`src/rtl/trsn_pkg.sv`:
```
package trsn_pkg;

  localparam int CPW    = 21;
  localparam int STAGES = 3;
  localparam int SIW    = (STAGES > 1) ? $clog2(STAGES) : 1;

  localparam logic [CPW-1:0] SPACE_CP = CPW'(32'h20);
  localparam logic [CPW-1:0] APOS_CP  = CPW'(32'h27);
  localparam logic [CPW-1:0] DIGIT_LO = CPW'(32'h30);
  localparam logic [CPW-1:0] DIGIT_HI = CPW'(32'h39);

  typedef enum logic [1:0] {
    REG_REP_EN   = 2'd0,
    REG_MASK_LO  = 2'd1,
    REG_MASK_HI  = 2'd2,
    REG_MAX_CHAR = 2'd3
  } reg_idx_t;

  typedef enum logic [1:0] {
    EM_NONE     = 2'd0,
    EM_SHIFT    = 2'd1,
    EM_CONTRACT = 2'd2,
    EM_FLUSH    = 2'd3
  } emit_mode_t;

  typedef enum logic [2:0] {
    ST_IDLE  = 3'b001,
    ST_FLUSH = 3'b010,
    ST_FINAL = 3'b100
  } ctrl_state_t;

  typedef struct packed {
    logic           push;
    logic           push_rep;
    logic [CPW-1:0] push_cp;
    logic           flush_en;
    logic [SIW-1:0] flush_idx;
    logic           final_flush;
  } dp_cmd_t;

endpackage

```
`src/rtl/trsn_ctrl.sv`:
```
module trsn_ctrl
  import trsn_pkg::*;
(
  input  logic           clk,
  input  logic           rst_n,
  input  logic           in_valid,
  output logic           in_stall,
  input  logic [CPW-1:0] in_code_point,
  input  logic           in_end_of_string,
  input  logic           rep_en,
  input  logic [15:0]    max_chars,
  input  logic           busy,
  output dp_cmd_t        cmd
);

  ctrl_state_t    state_r, state_nxt;
  logic [SIW-1:0] idx_r, idx_nxt;
  logic [15:0]    kept_r, kept_nxt;
  logic           open_r, open_nxt;
  logic           rep_r, rep_nxt;
  logic           accept;
  logic           rep_now;

  assign in_stall = !((state_r == ST_IDLE) && !busy);
  assign accept   = in_valid && !in_stall;
  assign rep_now  = open_r ? rep_r : rep_en;

  always_comb begin
    state_nxt = state_r;
    idx_nxt   = idx_r;
    kept_nxt  = kept_r;
    open_nxt  = open_r;
    rep_nxt   = rep_r;
    cmd       = '0;
    cmd.push_cp  = in_code_point;
    cmd.push_rep = rep_now;
    cmd.flush_idx = idx_r;
    case (state_r)
      ST_IDLE: begin
        if (accept) begin
          open_nxt = 1'b1;
          rep_nxt  = rep_now;
          if (kept_r < max_chars) begin
            kept_nxt = kept_r + 16'd1;
            cmd.push = 1'b1;
          end
          if (in_end_of_string) begin
            idx_nxt   = '0;
            state_nxt = rep_now ? ST_FLUSH : ST_FINAL;
          end
        end
      end
      ST_FLUSH: begin
        if (!busy) begin
          cmd.flush_en = 1'b1;
          if (idx_r == SIW'(STAGES - 1)) begin
            state_nxt = ST_FINAL;
          end else begin
            idx_nxt = idx_r + 1'b1;
          end
        end
      end
      ST_FINAL: begin
        if (!busy) begin
          cmd.final_flush = 1'b1;
          kept_nxt  = '0;
          open_nxt  = 1'b0;
          rep_nxt   = 1'b0;
          state_nxt = ST_IDLE;
        end
      end
      default: state_nxt = ST_IDLE;
    endcase
  end

  always_ff @(posedge clk) begin
    if (!rst_n) begin
      state_r <= ST_IDLE;
      idx_r   <= '0;
      kept_r  <= '0;
      open_r  <= 1'b0;
      rep_r   <= 1'b0;
    end else begin
      state_r <= state_nxt;
      idx_r   <= idx_nxt;
      kept_r  <= kept_nxt;
      open_r  <= open_nxt;
      rep_r   <= rep_nxt;
    end
  end

endmodule

```
`src/rtl/trsn_sep.sv`:
```
module trsn_sep
  import trsn_pkg::*;
(
  input  logic           clk,
  input  logic           rst_n,
  input  logic           rx_v,
  input  logic [CPW-1:0] rx_c,
  input  logic           final_flush,
  input  logic [63:0]    mask_low,
  input  logic [63:0]    mask_high,
  output logic           busy,
  output logic           out_valid,
  input  logic           out_stall,
  output logic [CPW-1:0] out_code_point,
  output logic           out_last
);

  logic [CPW-1:0] held_r, held_nxt;
  logic           held_v_r, held_v_nxt;
  logic           prev_sp_r, prev_sp_nxt;
  logic           seen_r, seen_nxt;
  logic           last_sp_r, last_sp_nxt;
  logic [CPW-1:0] rel_r, rel_nxt;
  logic           rel_last_r, rel_last_nxt;
  logic           pre_r, pre_nxt;
  logic           chr_r, chr_nxt;
  logic           post_r, post_nxt;
  logic           do_rel;
  logic           next_ns;
  logic           rel_end;
  logic           is_sep;

  // Space is never a separator, and nothing past ASCII is one.
  always_comb begin
    is_sep = 1'b0;
    if (held_r == SPACE_CP) begin
      is_sep = 1'b0;
    end else if (held_r < CPW'(64)) begin
      is_sep = mask_low[held_r[5:0]];
    end else if (held_r < CPW'(128)) begin
      is_sep = mask_high[held_r[5:0]];
    end
  end

  assign busy           = pre_r | chr_r | post_r;
  assign out_valid      = busy;
  assign out_code_point = (!pre_r && chr_r) ? rel_r : SPACE_CP;
  assign out_last       = !pre_r && chr_r && rel_last_r;

  always_comb begin
    held_nxt     = held_r;
    held_v_nxt   = held_v_r;
    prev_sp_nxt  = prev_sp_r;
    seen_nxt     = seen_r;
    last_sp_nxt  = last_sp_r;
    rel_nxt      = rel_r;
    rel_last_nxt = rel_last_r;
    pre_nxt      = pre_r;
    chr_nxt      = chr_r;
    post_nxt     = post_r;
    do_rel       = held_v_r && (rx_v || final_flush);
    next_ns      = rx_v && (rx_c != SPACE_CP);
    rel_end      = final_flush;

    if (out_valid && !out_stall) begin
      if (pre_r) begin
        pre_nxt = 1'b0;
      end else if (chr_r) begin
        chr_nxt = 1'b0;
      end else begin
        post_nxt = 1'b0;
      end
    end

    if (do_rel) begin
      pre_nxt      = is_sep && seen_r && !prev_sp_r && !last_sp_r;
      chr_nxt      = 1'b1;
      post_nxt     = is_sep && next_ns && (held_r != APOS_CP);
      rel_nxt      = held_r;
      rel_last_nxt = rel_end;
      last_sp_nxt  = (is_sep && next_ns && (held_r != APOS_CP)) || (held_r == SPACE_CP);
      prev_sp_nxt  = (held_r == SPACE_CP);
      seen_nxt     = 1'b1;
      held_v_nxt   = 1'b0;
    end

    if (rx_v) begin
      held_nxt   = rx_c;
      held_v_nxt = 1'b1;
    end

    if (final_flush) begin
      held_v_nxt  = 1'b0;
      prev_sp_nxt = 1'b0;
      seen_nxt    = 1'b0;
      last_sp_nxt = 1'b0;
    end
  end

  always_ff @(posedge clk) begin
    if (!rst_n) begin
      held_v_r  <= 1'b0;
      prev_sp_r <= 1'b0;
      seen_r    <= 1'b0;
      last_sp_r <= 1'b0;
      pre_r     <= 1'b0;
      chr_r     <= 1'b0;
      post_r    <= 1'b0;
    end else begin
      held_v_r  <= held_v_nxt;
      prev_sp_r <= prev_sp_nxt;
      seen_r    <= seen_nxt;
      last_sp_r <= last_sp_nxt;
      pre_r     <= pre_nxt;
      chr_r     <= chr_nxt;
      post_r    <= post_nxt;
    end
  end

  always_ff @(posedge clk) begin
    held_r     <= held_nxt;
    rel_r      <= rel_nxt;
    rel_last_r <= rel_last_nxt;
  end

endmodule

```
`src/rtl/trsn_datapath.sv`:
```
module trsn_datapath
  import trsn_pkg::*;
(
  input  logic           clk,
  input  logic           rst_n,
  input  dp_cmd_t        cmd,
  input  logic [63:0]    mask_low,
  input  logic [63:0]    mask_high,
  output logic           busy,
  output logic           out_valid,
  input  logic           out_stall,
  output logic [CPW-1:0] out_code_point,
  output logic           out_last
);

  logic [STAGES-1:0] em_v;
  logic [CPW-1:0]    em_c [STAGES];
  logic [STAGES-1:0] take;
  logic              sep_busy;
  logic              sep_rx_v;
  logic [CPW-1:0]    sep_rx_c;

  // The deepest stage with a character to hand on moves first, so each stage
  // sees its characters in order and no queue is needed between stages.
  always_comb begin
    logic any;
    any = sep_busy;
    for (int s = STAGES - 1; s >= 0; s--) begin
      take[s] = em_v[s] && !any;
      any     = any || em_v[s];
    end
  end

  assign busy = sep_busy || (|em_v);

  for (genvar s = 0; s < STAGES; s++) begin : g_stage
    localparam int N  = s + 1;
    localparam int IW = $clog2(3 * N);
    localparam int FW = $clog2(3 * N + 1);
    localparam logic [FW-1:0] N1 = FW'(N);
    localparam logic [FW-1:0] N2 = FW'(2 * N);
    localparam logic [FW-1:0] N3 = FW'(3 * N);

    logic [CPW-1:0] win_r [3*N];
    logic [CPW-1:0] win_nxt [3*N];
    logic [CPW-1:0] wtmp [3*N];
    logic [FW-1:0]  fill_r, fill_nxt;
    logic [FW-1:0]  ptr_r, ptr_nxt;
    logic [FW-1:0]  end_r, end_nxt;
    logic           skip_r, skip_nxt;
    emit_mode_t     mode_r, mode_nxt;
    logic           rx_v;
    logic [CPW-1:0] rx_c;
    logic           do_flush;
    logic           eq1, eq2, clean;
    logic [FW-1:0]  fill_inc;
    logic [FW-1:0]  ptr_inc;

    if (s == 0) begin : g_first
      assign rx_v = cmd.push && cmd.push_rep;
      assign rx_c = cmd.push_cp;
    end else begin : g_next
      assign rx_v = take[s-1];
      assign rx_c = em_c[s-1];
    end

    assign do_flush = cmd.flush_en && (cmd.flush_idx == SIW'(s));
    assign em_v[s]  = (mode_r != EM_NONE);
    assign em_c[s]  = win_r[ptr_r[IW-1:0]];
    assign fill_inc = fill_r + 1'b1;
    assign ptr_inc  = ptr_r + 1'b1;

    always_comb begin
      wtmp = win_r;
      if (rx_v) begin
        wtmp[fill_r[IW-1:0]] = rx_c;
      end
      eq1   = 1'b1;
      eq2   = 1'b1;
      clean = 1'b1;
      for (int k = 0; k < N; k++) begin
        if (wtmp[k] != wtmp[k+N]) eq1 = 1'b0;
        if (wtmp[k] != wtmp[k+2*N]) eq2 = 1'b0;
        if ((wtmp[k] == SPACE_CP) || ((wtmp[k] >= DIGIT_LO) && (wtmp[k] <= DIGIT_HI))) begin
          clean = 1'b0;
        end
      end
    end

    always_comb begin
      win_nxt  = win_r;
      fill_nxt = fill_r;
      ptr_nxt  = ptr_r;
      end_nxt  = end_r;
      skip_nxt = skip_r;
      mode_nxt = mode_r;

      if (take[s]) begin
        ptr_nxt = ptr_inc;
        if (ptr_inc == end_r) begin
          mode_nxt = EM_NONE;
          case (mode_r)
            EM_SHIFT: begin
              for (int k = 0; k < 3 * N - 1; k++) begin
                win_nxt[k] = win_r[k+1];
              end
              fill_nxt = N3 - 1'b1;
            end
            EM_FLUSH: begin
              fill_nxt = '0;
              skip_nxt = 1'b0;
            end
            default: ;
          endcase
        end
      end

      if (rx_v) begin
        win_nxt = wtmp;
        if (skip_r) begin
          fill_nxt = fill_inc;
          if (fill_inc == N2) begin
            fill_nxt = N1;
            if (!eq1) begin
              for (int k = 0; k < N; k++) begin
                win_nxt[k] = wtmp[k+N];
              end
              skip_nxt = 1'b0;
            end
          end
        end else if (fill_inc < N3) begin
          fill_nxt = fill_inc;
        end else if (clean && eq1 && eq2) begin
          // Clean pattern seen three times: pass two copies, then drop repeats.
          fill_nxt = N1;
          skip_nxt = 1'b1;
          mode_nxt = EM_CONTRACT;
          ptr_nxt  = '0;
          end_nxt  = N2;
        end else begin
          fill_nxt = N3;
          mode_nxt = EM_SHIFT;
          ptr_nxt  = '0;
          end_nxt  = FW'(1);
        end
      end

      if (do_flush) begin
        if ((skip_r ? N1 : FW'(0)) < fill_r) begin
          mode_nxt = EM_FLUSH;
          ptr_nxt  = skip_r ? N1 : FW'(0);
          end_nxt  = fill_r;
        end else begin
          fill_nxt = '0;
          skip_nxt = 1'b0;
        end
      end

      if (cmd.final_flush) begin
        fill_nxt = '0;
        skip_nxt = 1'b0;
        mode_nxt = EM_NONE;
      end
    end

    always_ff @(posedge clk) begin
      if (!rst_n) begin
        fill_r <= '0;
        skip_r <= 1'b0;
        mode_r <= EM_NONE;
      end else begin
        fill_r <= fill_nxt;
        skip_r <= skip_nxt;
        mode_r <= mode_nxt;
      end
    end

    always_ff @(posedge clk) begin
      win_r <= win_nxt;
      ptr_r <= ptr_nxt;
      end_r <= end_nxt;
    end
  end

  assign sep_rx_v = take[STAGES-1] || (cmd.push && !cmd.push_rep);
  assign sep_rx_c = take[STAGES-1] ? em_c[STAGES-1] : cmd.push_cp;

  trsn_sep u_sep (
    .clk            (clk),
    .rst_n          (rst_n),
    .rx_v           (sep_rx_v),
    .rx_c           (sep_rx_c),
    .final_flush    (cmd.final_flush),
    .mask_low       (mask_low),
    .mask_high      (mask_high),
    .busy           (sep_busy),
    .out_valid      (out_valid),
    .out_stall      (out_stall),
    .out_code_point (out_code_point),
    .out_last       (out_last)
  );

endmodule

```
`src/rtl/text_repetition_separator_normalizer.sv`:
```
// A character moves on only when later characters or the end-of-string flush push it out of
// the windows; for a lone character that ends a string, the controller flushes each stage in
// turn when contraction is on, then releases the held character. An item is taken only when
// the datapath is quiet, so the block takes no new character while hand-offs or result items
// are pending; one hand-off or one result item moves per cycle, result items only while the
// result channel does not stall. Reset (rst_n low, sync.)
module text_repetition_separator_normalizer
  import trsn_pkg::*;
(
  input  logic           clk,
  input  logic           rst_n,
  // Input channel: one code point per item.
  input  logic           in_valid,
  output logic           in_stall,
  input  logic [CPW-1:0] in_code_point,
  input  logic           in_end_of_string,
  // Result channel.
  output logic           out_valid,
  input  logic           out_stall,
  output logic [CPW-1:0] out_code_point,
  output logic           out_last,
  // Configuration port, 64-bit registers at 8-byte spacing.
  input  logic           psel,
  input  logic           penable,
  input  logic           pwrite,
  input  logic [4:0]     paddr,
  input  logic [63:0]    pwdata,
  output logic [63:0]    prdata,
  output logic           pready
);

  // Reset loads the register defaults and empties every stage.

  // Configuration registers. The enable is sampled by the controller at the
  // first item of a string; the masks and the length limit act at once.
  logic        rep_en_r;
  logic [63:0] mask_lo_r;
  logic [63:0] mask_hi_r;
  logic [15:0] max_chars_r;
  reg_idx_t    reg_idx;
  logic        cfg_wr;

  dp_cmd_t     cmd;
  logic        dp_busy;

  assign pready  = 1'b1;
  assign reg_idx = reg_idx_t'(paddr[4:3]);
  assign cfg_wr  = psel && penable && pwrite && pready;

  always_ff @(posedge clk) begin
    if (!rst_n) begin
      rep_en_r    <= 1'b1;
      mask_lo_r   <= '0;
      mask_hi_r   <= '0;
      max_chars_r <= 16'hFFFF;
    end else if (cfg_wr) begin
      case (reg_idx)
        REG_REP_EN:   rep_en_r    <= pwdata[0];
        REG_MASK_LO:  mask_lo_r   <= pwdata;
        REG_MASK_HI:  mask_hi_r   <= pwdata;
        REG_MAX_CHAR: max_chars_r <= pwdata[15:0];
        default: ;
      endcase
    end
  end

  always_comb begin
    case (reg_idx)
      REG_REP_EN:   prdata = {63'd0, rep_en_r};
      REG_MASK_LO:  prdata = mask_lo_r;
      REG_MASK_HI:  prdata = mask_hi_r;
      REG_MAX_CHAR: prdata = {48'd0, max_chars_r};
      default:      prdata = '0;
    endcase
  end

  // The controller takes an item only when the whole datapath is quiet, counts
  // kept characters against the limit and sequences the end-of-string flush: each
  // contraction stage in turn if enabled, then the separator stage's held character.
  trsn_ctrl u_ctrl (
    .clk              (clk),
    .rst_n            (rst_n),
    .in_valid         (in_valid),
    .in_stall         (in_stall),
    .in_code_point    (in_code_point),
    .in_end_of_string (in_end_of_string),
    .rep_en           (rep_en_r),
    .max_chars        (max_chars_r),
    .busy             (dp_busy),
    .cmd              (cmd)
  );

  // The datapath holds the look-ahead windows of the contraction stages and
  // the separator stage, whose pending result items sit in registers that
  // drive the result channel directly.
  trsn_datapath u_dp (
    .clk            (clk),
    .rst_n          (rst_n),
    .cmd            (cmd),
    .mask_low       (mask_lo_r),
    .mask_high      (mask_hi_r),
    .busy           (dp_busy),
    .out_valid      (out_valid),
    .out_stall      (out_stall),
    .out_code_point (out_code_point),
    .out_last       (out_last)
  );

endmodule

```
`config.mk`:
```
export PLATFORM = sky130hd
export DESIGN_NAME = text_repetition_separator_normalizer
export DESIGN_NICKNAME = d
export VERILOG_FILES = /design/src/rtl/trsn_pkg.sv /design/src/rtl/trsn_ctrl.sv /design/src/rtl/trsn_sep.sv /design/src/rtl/trsn_datapath.sv /design/src/rtl/text_repetition_separator_normalizer.sv
export SDC_FILE = /design/constraint.sdc
export NUM_CORES = 2
export LEC_CHECK = 0
export BUFFER_PORTS_ARGS = -buffer_cell sky130_fd_sc_hd__buf_2
export CAP_MARGIN = 20
export CELL_PAD_IN_SITES_DETAIL_PLACEMENT = 2
export CELL_PAD_IN_SITES_GLOBAL_PLACEMENT = 2
export CORE_ASPECT_RATIO = 0.7
export CORE_MARGIN = 3
export CORE_UTILIZATION = 43
export CTS_CLUSTER_DIAMETER = 40
export DETAILED_ROUTE_END_ITERATION = 16
export PLACE_DENSITY = 0.84
export SYNTH_ARGS = -nofsm -noshare
export SYNTH_HDL_FRONTEND = slang
export SYNTH_SLANG_ARGS = --single-unit
```
`constraint.sdc`:
```
create_clock -name clk -period 24.7 [get_ports clk]
set_clock_uncertainty 0.1 [all_clocks]
set_input_delay 2.47 -clock clk [delete_from_list [all_inputs] [get_ports clk]]
set_output_delay 2.47 -clock clk [all_outputs]
set_load 0.05 [all_outputs]
```
======== Yosys cells after proc, flatten, opt, wreduce, memory -nomap -nowiden ========
Cells that the tools add are included.
operators by class
  mux-type cells .......................... 234
  $add $sub $neg .......................... 8
  bitwise logic cells ..................... 9
  reductions and logical operators ........ 92
  order comparisons ....................... 31
  equal/unequal tests ..................... 50
operator list
  kind                   number
  $mux W168              3
  $mux W189              2
  $mux W105              3
  $mux W63               5
  $mux W21               14
  $pmux W64 S4           1
  $mux W126              2
  $mux W42               6
  $ne A21 B21 Y1         12
  $bwmux W189            1
  $eq A21 B6 Y1 const B  7
  $bwmux W126            1
  $ge A21 B6 Y1 const B  6
  $le A21 B6 Y1 const B  6
  $mux W2                50
  $bmux W21 S4           1
  $demux W21 S4          1
  $mux W3                28
  $mux W4                20
  $mux W1                78
  $bmux W21 S3           1
  $bwmux W63             1
  $demux W21 S3          1
  $mux W16               3
  other kinds (57)       171
storage, ports and cells
  output and inout bits ................... 89
  bits of input ports ..................... 98
  register bits after elaboration ......... 632
  logic and storage cells ................. 476

======== Depth between registers and ports, before layout ========
  depth in word-level cells ............... 22
  depth in mapped cells ................... 18
  depth with buffers taken out ............ 14

======== Hierarchy ========
Synthesis repeated with hierarchy kept, for this count alone.
second synthesis, totals
  cell total of the unflattened synthesis .. 4917
  area, all modules ....................... 45103.3 sq um
by module, submodules not included
  module                                sequential area each (sq um)  instances  cells each  area each (sq um)
  trsn_datapath                         12071.6                       1          3789        33577.2
  text_repetition_separator_normalizer  2902.8                        1          663         6487.5
  trsn_sep                              1431.4                        1          232         3081.7
  trsn_ctrl                             460.4                         1          233         1956.9

======== Worst setup path before layout ========
Ideal clock, no wire load.
  path kind ............................... register -> register
  from .................................... reg u_dp.g_stage[2].ptr_r[0]
  to ...................................... reg u_dp.g_stage[2].win_r[100] in the netlist's numbering, enable pin
  stages on the path, launching flop included .. 8
  slack ................................... 9.959 ns
  buffers on the path ..................... 2
  period minus slack after synthesis ...... 14.741 ns
  required time ........................... 23.672 ns
  library setup time ...................... 0.928 ns
  arrival time ............................ 13.713 ns
  path through ............................ dfxtp_1 -> clkbuf_1 -> buf_1 -> nand3_1 -> xnor2_1 -> nor3_1 -> nand2_1 -> o21ai_0
on the way
  word-level cells in the longest chain between the ends .. 4
ends and longest elaborated chain
  element                              line                  source
  start: declaration                   trsn_datapath.sv:48   logic [FW-1:0] ptr_r, ptr_nxt;
  start signal: assignment             trsn_datapath.sv:180  ptr_r <= ptr_nxt;
  $add A4 B1 Y4                        trsn_datapath.sv:71   assign ptr_inc = ptr_r + 1'b1;
  $eq A4 B4 Y1                         trsn_datapath.sv:100  if (ptr_inc == end_r) begin
  $reduce_bool A2 Y1 (no source line)  -
  $reduce_and A3 Y1 (no source line)   -
  end signal: assignment               trsn_datapath.sv:179  win_r <= win_nxt;
  end: declaration                     trsn_datapath.sv:44   logic [CPW-1:0] win_r [3*N];
Every way passes these cells.
A chain may end at the register's enable or synchronous reset.

==> results.yml <==
clock_tree:
  ctsHtreeMaxLevel: 3
  post_cts_hold_buffer_count: 0
  cts.clk_slew.worst_paths_ns: 0.08
  postCtsSetupBuffers: 0
  cts_made_buffers: 106
  cts.path.max_buffers: 3
  ctsResizeCount: 0
  number_of_sinks_handled_by_clock_tree_synthesis: 632
  clk_root_buffer_cell: "sky130_fd_sc_hd__clkbuf_16"
  clock_tree_from_tritoncts: "done"
  clock_latency_ns: 0.77
timing:
  fin_hold_ws_ns: 0.379
  finalCriticalPeriod_ns: 8.21
  timing.final.setup_violations: 0
  slew_violations: 0
  fmax_mhz: 122
  tightest_slew_ns: 1.45
  slew_headroom_pct: 3.07
  min_period_over_period_pct: 33.2
  hold_viol: 0
  tns_ns: 0
  rsz0062_at_grt: "false"
routing:
  totalWireLength_mm: 277
  avgViaCountPerCell: 7.47
  dr.max_layer_used: "met5"
  wl_met3_mm: 40.4
  detailedRoute.firstPassIterationCount: 7
  met1Wirelength_mm: 109
  total_length_of_routed_met2_wires_mm: 114
  drt_drc_violations_left: 0
  final_antenna_net_count: 0
  drt_first_iter_violations: 8897
  per_cell_routed_wire_length_um: 39.5
  routed-via-count: 52400
worst_hold_path:
  worst_hold_path_type: "register to register"
worst_setup_path:
  worstSetupPathType: "register to register"
  worst_setup_path_start_kind: "register"
  crit_path_max_incr_delay_ns: 0.83
  worstPathMaxFanout: 65
  critical_path.top_delay_family: "simple AND/OR/NAND/NOR gates"
  worst_ep_required_time_ns: 25.08
  cpMaxStageDelayCell: "sky130_fd_sc_hd__nand2_1"
  critPathBufInv: 5
  critical_path.most_common_cell: "sky130_fd_sc_hd__buf_4"
  arrival_ns: 8.59
  reg_to_reg_slack_setup_ns: 16.49
  worstPathCellList: "or2_1 -> nand3_4 -> buf_4 -> buf_4 -> buf_4 -> o21ai_0 -> o221ai_1 -> a211oi_1 -> nor4_1 -> nand4_1 -> nor4_2 -> a21oi_4 -> buf_4 -> nand2_1 -> buf_4 -> mux2_2"
  timing.critical_path.to_type: "register"
synth:
  ys_seq_elements: 632
  mappedNetlistArea_um2: 47800
  edff_count_synth: 421
  synth_cells: 5566
  yosys_most_used_dff: "sky130_fd_sc_hd__edfxtp_1"
  synth_fp_nets: 5699
  post_synth.cell_area_avg_um2: 8.60
  synth_warnings: 0
  share_of_synthesized_registers_carrying_an_async_set_or_reset_pct: 0
  synth.yosys.seq_area_share_pct: 35.3
  yosys.cell_types.count: 96
floorplan:
  floorplan.io_pins: 187
  chipWidth_um: 405
  dieArea_um2: 115000
  initial_core_util_pct: 43.7
  die_h_um: 285
  core_area_um2: 109000
  num_rows: 101
global_routing:
  antenna_found_initial: 20
  grt_first_pass_wirelength_mm: 391
  track_usage_pct: 45.8
  first_global_vias: 52800
  grt_start_max_net_pins: 188
  grt_overflow: 0
run_status:
  status: "complete, no violations"
final_layout:
  core_utilization_of_the_finished_layout_pct: 49.1
  layout.area.seq_um2: 16900
  layout.nets: 5594
  most_common_cell_after_layout_fill_and_taps_aside: "sky130_fd_sc_hd__nand2_1"
  fill_cells: 11600
  highest_count_cells_in_the_layout_ignoring_fill_and_taps: "sky130_fd_sc_hd__nand2_1 (788), sky130_fd_sc_hd__o21ai_0 (423), sky130_fd_sc_hd__edfxtp_1 (421), sky130_fd_sc_hd__nor2_1 (356), sky130_fd_sc_hd__a21oi_1 (323)"
  multi_input_comb_area_um2: 28400
  flow.area_growth_from_synthesis_pct: 12.3
  share_of_final_layout_standard_cells_stronger_than_drive_strength_1_pct: 14.5
power:
  power.ir.vdd_worst_v: 0.0000859
  power.leakage_nw: 19.6
  pwr_density_cell_nw_per_um2: 104
placement:
  port-buffer-count: 182
  place_congestion: 0.999
  hpwlAfterDp_mm: 181
flow_run:
  max_cap_viol_count: 0
==> state kept, by name (all words and copies together) (netlist names), 2 cells and up <==
register / cells
mask_hi_r: 64
u_ctrl.state_r: 3
u_dp.g_stage.mode_r: 6
u_dp.g_stage.end_r: 9
u_ctrl.kept_r: 16
u_dp.u_sep.held_r: 21
max_chars_r: 16
mask_lo_r: 64
u_dp.u_sep.rel_r: 21
u_dp.g_stage.skip_r: 3
u_ctrl.idx_r: 2
u_dp.g_stage.fill_r: 9
u_dp.g_stage.win_r: 378
u_dp.g_stage.ptr_r: 9
==> metal layers <==
metal  global-route usage [%]  vias to the layer above
met5                        0                        -
met4                     18.6                       20
met3                     18.6                      852
met2                     65.1                     3993
met1                     61.5                    27000
li1                         -                    20500
==> path summary, 6_finish.rpt <==
kind / from / end / depth (start not counted)
worst max-delay path: u_dp.g_stage[1].mode_r[1] / u_dp.g_stage[2].win_r[175] / 16
worst min-delay path: u_dp.u_sep.held_r[20] / u_dp.u_sep.rel_r[20] / 0
worst min register to register: u_dp.u_sep.held_r[20] / u_dp.u_sep.rel_r[20] / 0
worst max register to register: u_dp.g_stage[1].mode_r[1] / u_dp.g_stage[2].win_r[175] / 16
==> cell families after synthesis <==
family	synth area share (%)
AO/OA/AOI/OAI	25.0
adder cells (fa/ha/maj)	0.915
buffers and inverters	5.86
XOR/XNOR	6.08
AND/OR/NAND/NOR	15.9
multiplexers	11.0
flip-flops	35.3
other	0.00784
==> stage by stage <==
step	power (mW)	cells	worst slack, ns	area, um^2
after global placement	3.67	6783	17.24	49800
after floorplan	2.98	5566	9.96	47800
after CTS	5.46	6988	16.94	53600
final	5.60	7008	16.49	53700
after detailed placement	3.79	6786	17.09	49800
after global routing	5.74	6998	16.42	53700
==> report_power, final <==
group	internal, mW	leakage (nW)	switching, mW
Combinational	0.727	12.5	1.56
Sequential	1.35	5.34	0.329
Clock	0.970	1.83	0.660
Total	3.05	19.6	2.55
==> cell type report <==
class / instances / share of cell area (%)
multi-input cells: 4226 / 52.9
flip-flops and latches: 632 / 31.4
clock buffers: 133 / 5.59
repair buffers: 348 / 4.21
well taps: 1442 / 3.36
clock inverters: 69 / 1.42
inverters: 147 / 1.03
diodes: 11 / 0.0512
==> Yosys cell counts, types with 64 or more instances <==
cell type	instances	area (um^2)
sky130_fd_sc_hd__clkbuf_1	409	1540
sky130_fd_sc_hd__o21ai_0	427	2140
sky130_fd_sc_hd__mux2i_1	233	2330
sky130_fd_sc_hd__inv_1	143	537
sky130_fd_sc_hd__a22o_1	84	736
sky130_fd_sc_hd__buf_1	73	274
sky130_fd_sc_hd__a21oi_1	323	1620
sky130_fd_sc_hd__nand3_1	85	425
sky130_fd_sc_hd__buf_2	64	320
sky130_fd_sc_hd__o22ai_1	99	619
sky130_fd_sc_hd__o211ai_1	73	548
sky130_fd_sc_hd__mux4_2	85	1910
sky130_fd_sc_hd__edfxtp_1	421	12600
sky130_fd_sc_hd__a221o_1	76	761
sky130_fd_sc_hd__xor2_1	118	1030
sky130_fd_sc_hd__nor3_1	74	370
sky130_fd_sc_hd__nor4_1	79	494
sky130_fd_sc_hd__nor2_1	365	1370
sky130_fd_sc_hd__mux2_2	84	946
sky130_fd_sc_hd__nand2_1	792	2970
sky130_fd_sc_hd__xnor2_1	214	1870
sky130_fd_sc_hd__a21boi_0	136	1020
sky130_fd_sc_hd__dfxtp_1	211	4220
sky130_fd_sc_hd__nand4_1	66	413
sky130_fd_sc_hd__o221ai_1	80	701
No activity file was read; power rests on OpenSTA's default activity.
